<file path="config.mk">
export PLATFORM = sky130hd
export DESIGN_NAME = dssp_ctrl
export DESIGN_NICKNAME = d
export VERILOG_FILES = /design/src/hw/rtl/dssp_pkg.sv /design/src/hw/rtl/dssp_ctrl.sv
export SDC_FILE = /design/constraint.sdc
export NUM_CORES = 1
export LEC_CHECK = 0
export BUFFER_PORTS_ARGS = -buffer_cell sky130_fd_sc_hd__buf_2
export CORE_MARGIN = 2
export CORE_UTILIZATION = 40
export CTS_BUF_LIST = sky130_fd_sc_hd__clkbuf_2 sky130_fd_sc_hd__clkbuf_4 sky130_fd_sc_hd__clkbuf_8
export DETAILED_ROUTE_END_ITERATION = 12
export GPL_ROUTABILITY_DRIVEN = 0
export REMOVE_ABC_BUFFERS = 1
export SYNTH_ARGS = -nofsm -noshare
export SYNTH_HDL_FRONTEND = slang
export SYNTH_SLANG_ARGS = --single-unit
</file>
<file path="constraint.sdc">
create_clock -name clk -period 3.71 [get_ports clk]
set_input_delay 0.371 -clock clk [delete_from_list [all_inputs] [get_ports clk]]
set_output_delay 0.371 -clock clk [all_outputs]
set_load 0.02 [all_outputs]
</file>
<file path="src/hw/rtl/dssp_pkg.sv">
// Shared types and constants for the DAG shortest path block.
// It has no dependencies. The controller, the datapath and the top level import it.
package dssp_pkg;

  localparam int VTX_W     = 6;
  localparam int MAX_VTX   = 64;
  localparam int VCNT_W    = 7;
  localparam int WT_W      = 16;
  localparam int COST_W    = 32;
  localparam int CFG_W     = 7;
  localparam int CFG_IDX_W = 1;

  localparam logic [CFG_IDX_W-1:0] CFG_START  = 1'b0;
  localparam logic [CFG_IDX_W-1:0] CFG_VCOUNT = 1'b1;

  localparam logic signed [COST_W-1:0] COST_MAX = 32'sh7fff_ffff;
  localparam logic signed [COST_W-1:0] COST_MIN = 32'sh8000_0000;

  typedef enum logic [4:0] {
    S_LOAD, S_FLUSH, S_VSEL, S_TOP_LD, S_STEP, S_EDGE_EV, S_POP_LD,
    S_SCAN_INIT, S_SCAN_RD, S_SCAN_CHK, S_REL_RD, S_REL_U, S_U_LD,
    S_E_STEP, S_RE_D, S_RE_UPD, S_OUT_INIT, S_OUT_RD, S_OUT_LD,
    S_OUT_WAIT, S_CLEAR
  } state_t;

  typedef enum logic [4:0] {
    OP_NONE, OP_LOAD, OP_INIT, OP_VSKIP, OP_ROOT_RD, OP_TOP_LD, OP_EDGE_EV,
    OP_EMIT, OP_POP_LD, OP_SCAN_INIT, OP_PDEC, OP_U_SEL, OP_U_LD, OP_RE_D,
    OP_RE_UPD, OP_OUT_INIT, OP_OUT_RD, OP_OUT_LD, OP_OUT_NEXT, OP_CLEAR
  } op_t;

  typedef struct packed {
    op_t op;
  } cmd_t;

  typedef struct packed {
    logic in_last;
    logic vdone;
    logic vvis;
    logic cv;
    logic depth_gt1;
    logic push_ok;
    logic start_ok;
    logic ord_is_start;
    logic p_zero;
    logic u_reach;
    logic d_in;
    logic out_taken;
    logic out_last;
  } status_t;

endpackage

</file>
<file path="src/hw/rtl/dssp_ctrl.sv">
// Sequencer for the DAG shortest path block: load, depth-first walk, relax, emit.
// Depends on dssp_pkg for the state, command and status types.
module dssp_ctrl import dssp_pkg::*; (
  input  logic    clk,
  input  logic    rst_n,
  input  status_t st,
  output cmd_t    cmd,
  output logic    in_stall
);

  state_t state_r, state_nxt;

  always_ff @(posedge clk) begin
    if (!rst_n) begin
      state_r <= S_LOAD;
    end else begin
      state_r <= state_nxt;
    end
  end

  always_comb begin
    state_nxt = state_r;
    cmd.op    = OP_NONE;
    in_stall  = 1'b1;
    case (state_r)
      S_LOAD: begin
        in_stall = 1'b0;
        cmd.op   = OP_LOAD;
        if (st.in_last) state_nxt = S_FLUSH;
      end
      S_FLUSH: begin
        cmd.op    = OP_INIT;
        state_nxt = S_VSEL;
      end
      S_VSEL: begin
        if (st.vdone) begin
          state_nxt = S_SCAN_INIT;
        end else if (st.vvis) begin
          cmd.op = OP_VSKIP;
        end else begin
          cmd.op    = OP_ROOT_RD;
          state_nxt = S_TOP_LD;
        end
      end
      S_TOP_LD: begin
        cmd.op    = OP_TOP_LD;
        state_nxt = S_STEP;
      end
      S_STEP: begin
        if (st.cv) begin
          state_nxt = S_EDGE_EV;
        end else begin
          cmd.op    = OP_EMIT;
          state_nxt = st.depth_gt1 ? S_POP_LD : S_VSEL;
        end
      end
      S_EDGE_EV: begin
        cmd.op    = OP_EDGE_EV;
        state_nxt = st.push_ok ? S_TOP_LD : S_STEP;
      end
      S_POP_LD: begin
        cmd.op    = OP_POP_LD;
        state_nxt = S_STEP;
      end
      S_SCAN_INIT: begin
        if (st.start_ok) begin
          cmd.op    = OP_SCAN_INIT;
          state_nxt = S_SCAN_RD;
        end else begin
          state_nxt = S_OUT_INIT;
        end
      end
      S_SCAN_RD: state_nxt = S_SCAN_CHK;
      S_SCAN_CHK: begin
        if (st.ord_is_start) begin
          state_nxt = S_REL_U;
        end else begin
          cmd.op    = OP_PDEC;
          state_nxt = S_SCAN_RD;
        end
      end
      S_REL_RD: state_nxt = st.p_zero ? S_OUT_INIT : S_REL_U;
      S_REL_U: begin
        cmd.op    = OP_U_SEL;
        state_nxt = st.u_reach ? S_U_LD : S_REL_RD;
      end
      S_U_LD: begin
        cmd.op    = OP_U_LD;
        state_nxt = S_E_STEP;
      end
      S_E_STEP: state_nxt = st.cv ? S_RE_D : S_REL_RD;
      S_RE_D: begin
        cmd.op    = OP_RE_D;
        state_nxt = st.d_in ? S_RE_UPD : S_E_STEP;
      end
      S_RE_UPD: begin
        cmd.op    = OP_RE_UPD;
        state_nxt = S_E_STEP;
      end
      S_OUT_INIT: begin
        cmd.op    = OP_OUT_INIT;
        state_nxt = S_OUT_RD;
      end
      S_OUT_RD: begin
        cmd.op    = OP_OUT_RD;
        state_nxt = S_OUT_LD;
      end
      S_OUT_LD: begin
        cmd.op    = OP_OUT_LD;
        state_nxt = S_OUT_WAIT;
      end
      S_OUT_WAIT: begin
        if (st.out_taken) begin
          cmd.op    = OP_OUT_NEXT;
          state_nxt = st.out_last ? S_CLEAR : S_OUT_RD;
        end
      end
      S_CLEAR: begin
        cmd.op    = OP_CLEAR;
        state_nxt = S_LOAD;
      end
      default: state_nxt = S_LOAD;
    endcase
  end

endmodule

</file>
==> impl_summary.md <==
Power and ir drop
The maximum ir drop on the vdd rail is 438.7 uV. The power density over the cells is 628.7 nW/um^2. The static leakage is 0.3719 nW.

Yosys
The prevailing post-synth register cell is sky130_fd_sc_hd__dfxtp_1. The post-synthesis async set-or-reset flop share is 0. The average instance in the mapped netlist occupies 6.388 sq um. Counting flops and latches in the post-synthesis netlist gives 5. The combined area of all synthesized cells is 785.8 sq um. The post-synthesis cell type count is 39.

The cell count after synthesis is 123. The area share of the largest cell type after synthesis is 0.1274. sky130_fd_sc_hd__o21ai_0 is the most common cell in the netlist.

The number of warning messages in the yosys log is 0. In this run, synthesis inferred 0 flip-flops with an integrated enable. The share of synthesized area occupied by flip-flops and latches is 0.1274.

The cell type contributing the most total cell area after synthesis is sky130_fd_sc_hd__dfxtp_1. Yosys attributes the largest share of cell area to sky130_fd_sc_hd__dfxtp_1 (13%), sky130_fd_sc_hd__nor2b_1 (9.6%), sky130_fd_sc_hd__o21ai_0 (8.3%), sky130_fd_sc_hd__a21oi_1 (6.4%), sky130_fd_sc_hd__nand2b_1 (4.0%). After synthesis, the most frequently instantiated cells are sky130_fd_sc_hd__o21ai_0 (13), sky130_fd_sc_hd__nor2b_1 (12), sky130_fd_sc_hd__a21oi_1 (10).

Layout
The repair_antennas step left the layout with diodes totalling 0. Across the whole layout, storage elements account for 100.1 sq um. The register ranked first by flip-flop count is state_r.

Fill cells in the final layout number 212. With fillers left out, the area of the finished cells amounts to 904.6 sq um. Summing all multi-input logic gate instances after layout gives 618.1 sq um. The net count of the finished layout is 152. In the final layout, the registers with the most flip-flops are state_r: 5 flops. The fraction of layout cells with a size suffix above 1 is 0.1985. The synthesis-to-layout area growth is 15.13%. The register with the most flip-flops in the layout has 5 of them.

Clocking
Once the clock tree was built, the setup fixing pass inserted 0 buffers. In this run the number of H-tree levels came out at 1. The clock tree from TritonCTS is done. The total CTS buffers is 3.

CTS saw 5 sinks. The number of gates resized after CTS is 0. The total of hold buffers inserted after clock tree synthesis is 0. The tree is rooted in a sky130_fd_sc_hd__clkbuf_4.

After clock tree synthesis, the clock-pin slew on the worst setup and hold paths is 40 ps. The worst-case clock buffer depth is 2. The clock insertion delay at the later pin of the skew report is 240 ps.

Place
Summing all placed instances gives a cell area of 874.6 sq um. After legalization and detailed placement, the total HPWL measured 1.612 mm. During placement, the flow inserted port buffers numbering 20.

Timing
After layout, the minimum clock period comes to 2606 ps. For the pin with the worst max-slew slack, the measured transition is 890.1 ps. The max-slew violation total from the final report is 0. The final clock skew is 1.542 ps. Hold timing on the final database bottoms out at a slack of 400.5 ps. The relative max-transition margin is 0.4058. The share of the cycle needed by the critical path after routing is 0.7024. The number of endpoints with negative hold slack in the final report is 0. For this run, the top clock speed supported by timing is 383.7 MHz. Setup violations remaining at the end of the flow were counted as 0.

Setup repair after global routing left no endpoint under its margin. Summed over all failing endpoints, the final setup total negative slack is 0 ps.

Setup path
The worst register-to-register path has a depth of 4. The largest stage delay on the critical path is 590 ps. Of all nets on the critical path, the largest fanout is 30. The data required time at the worst endpoint is 3340 ps. The slowest library cell on the worst path is sky130_fd_sc_hd__dfxtp_1. The worst setup path is of the flip-flop to primary output kind. The worst register-to-register path begins at state_r[0]. STA classifies the critical path startpoint as a flip-flop.

The capture instance of the worst register-to-register path is state_r[2]. Walking the worst path, the cells encountered are or3_1 -> or4_4 -> o21ai_0 -> a211o_1 -> buf_2. Setup slack on the worst reg-to-reg path comes out at 1700 ps.

STA classifies the critical path endpoint as a primary output. The endpoint arrival time on the critical path is 2240 ps.

Floorplan
From bottom edge to top edge, the die measures 48.32 um. During I/O placement, the number of pins put on the boundary was 21. The floorplan has 16 rows. In this run the standard cell core region covers 1902 sq um. From left edge to right edge, the die measures 48.32 um. The die covers 2335 sq um.

The initial core utilization is 0.4132.

Detailed routing
The via count normalized by instance count is 5.883. After the first detailed-routing iteration, the DRC count stood at 30. The number of nets with antenna violations after routing is 0.

The wire length reported by the detailed router is 2.268 mm. Dividing the detail-routed wire length by the instance count gives 13.91 um. The detailed-router iteration count before antenna repair is 4. The number of vias after detailed routing is 959. For this run, design rule violations remaining after detail routing come to 0.

GRT
The final global-route overflow total is 0. The wire length of the first global-routing pass is 3.829 mm. The global router's overall resource usage is 0.2005. Entering global routing, the biggest net connects 31 pins.

The via count of the first global-routing pass is 832. The number of antenna violations at the first check in global routing was 0.

Hold path
The number of stages on the worst hold path is 2. The end of the worst hold path is state_r[4]. The worst hold path begins at rst_n.

The classification of the worst-slack hold path is input pin to flip-flop.

Run status
The run finished with clean final reports.

Flow run
The max-cap violation count is 0.
## kinds of logic after synthesis
logic type             synth area share
AND/OR/NAND/NOR                  0.3710
AO/OA/AOI/OAI                    0.4045
buffers and inverters           0.08598
flip-flops                       0.1274
XOR/XNOR                        0.01115
## critical path, delay by kind of cell (launching register included)
kind,cells,cell delay (ps)
compound gates,2,220
flops,1,590
buf+inv,1,160
simple gates,2,1030
## routing by layer
layer	track usage	share of wire
met4	0.09524	0.0062
met5	0	0
met3	0.04321	0.062
met2	0.3032	0.43
met1	0.2715	0.50
## report_power, final
part	internal (W)	switching [W]
clock network	0.0000479	0.0000213
registers	0.0000680	0.0000847
logic	0.000154	0.000193
## worst max path at each step
stage,slack (ps),to,from
6_report,1100,cmd[1],state_r[0]
5_1_grt,950,cmd[2],state_r[0]
4_1_cts,1120,cmd[1],state_r[0]
3_5_place_dp,1380,cmd[1],state_r[0]
3_3_place_gp,1410,cmd[1],state_r[0]
2_1_floorplan,1450,cmd[2],state_r[0]
## layout by cell type, fill, tap and decap left out, types with 2 or more instances in the layout
cell,Yosys,final
sky130_fd_sc_hd__buf_2,3,20
sky130_fd_sc_hd__o21ai_0,13,13
sky130_fd_sc_hd__nor2b_1,12,12
sky130_fd_sc_hd__a21oi_1,10,10
sky130_fd_sc_hd__nand2_1,8,8
sky130_fd_sc_hd__nor2_1,7,7
sky130_fd_sc_hd__inv_1,6,6
sky130_fd_sc_hd__nand3_1,6,6
sky130_fd_sc_hd__nand2b_1,5,5
sky130_fd_sc_hd__dfxtp_1,5,5
sky130_fd_sc_hd__clkbuf_4,0,4
sky130_fd_sc_hd__a32oi_1,3,3
sky130_fd_sc_hd__o211ai_1,3,3
sky130_fd_sc_hd__nor3_1,3,3
sky130_fd_sc_hd__o22ai_1,3,3
sky130_fd_sc_hd__a21o_1,2,2
sky130_fd_sc_hd__nor4_1,2,2
sky130_fd_sc_hd__and2_1,2,2
sky130_fd_sc_hd__a22oi_1,2,2
## through the flow
step	power, W	utilization	setup slack [ps]	instances
floorplan	0.0003884	-	1446	112
global placement	0.0004957	0.4599	1413	159
detailed placement	0.0004934	0.4599	1383	159
CTS	0.0005658	0.4757	1123	163
global route	0.0006224	0.4757	951.8	163
finish	0.0005687	0.4757	1104	163
## layout make-up
type                    count  share of cell area
well taps                  27             0.03734
clock buffers               4             0.03320
multi-input cells         101              0.6833
inverters                   6             0.02490
flip-flops and latches      5              0.1107
repair buffers             20              0.1107
Power figures use the tool's default switching activity.
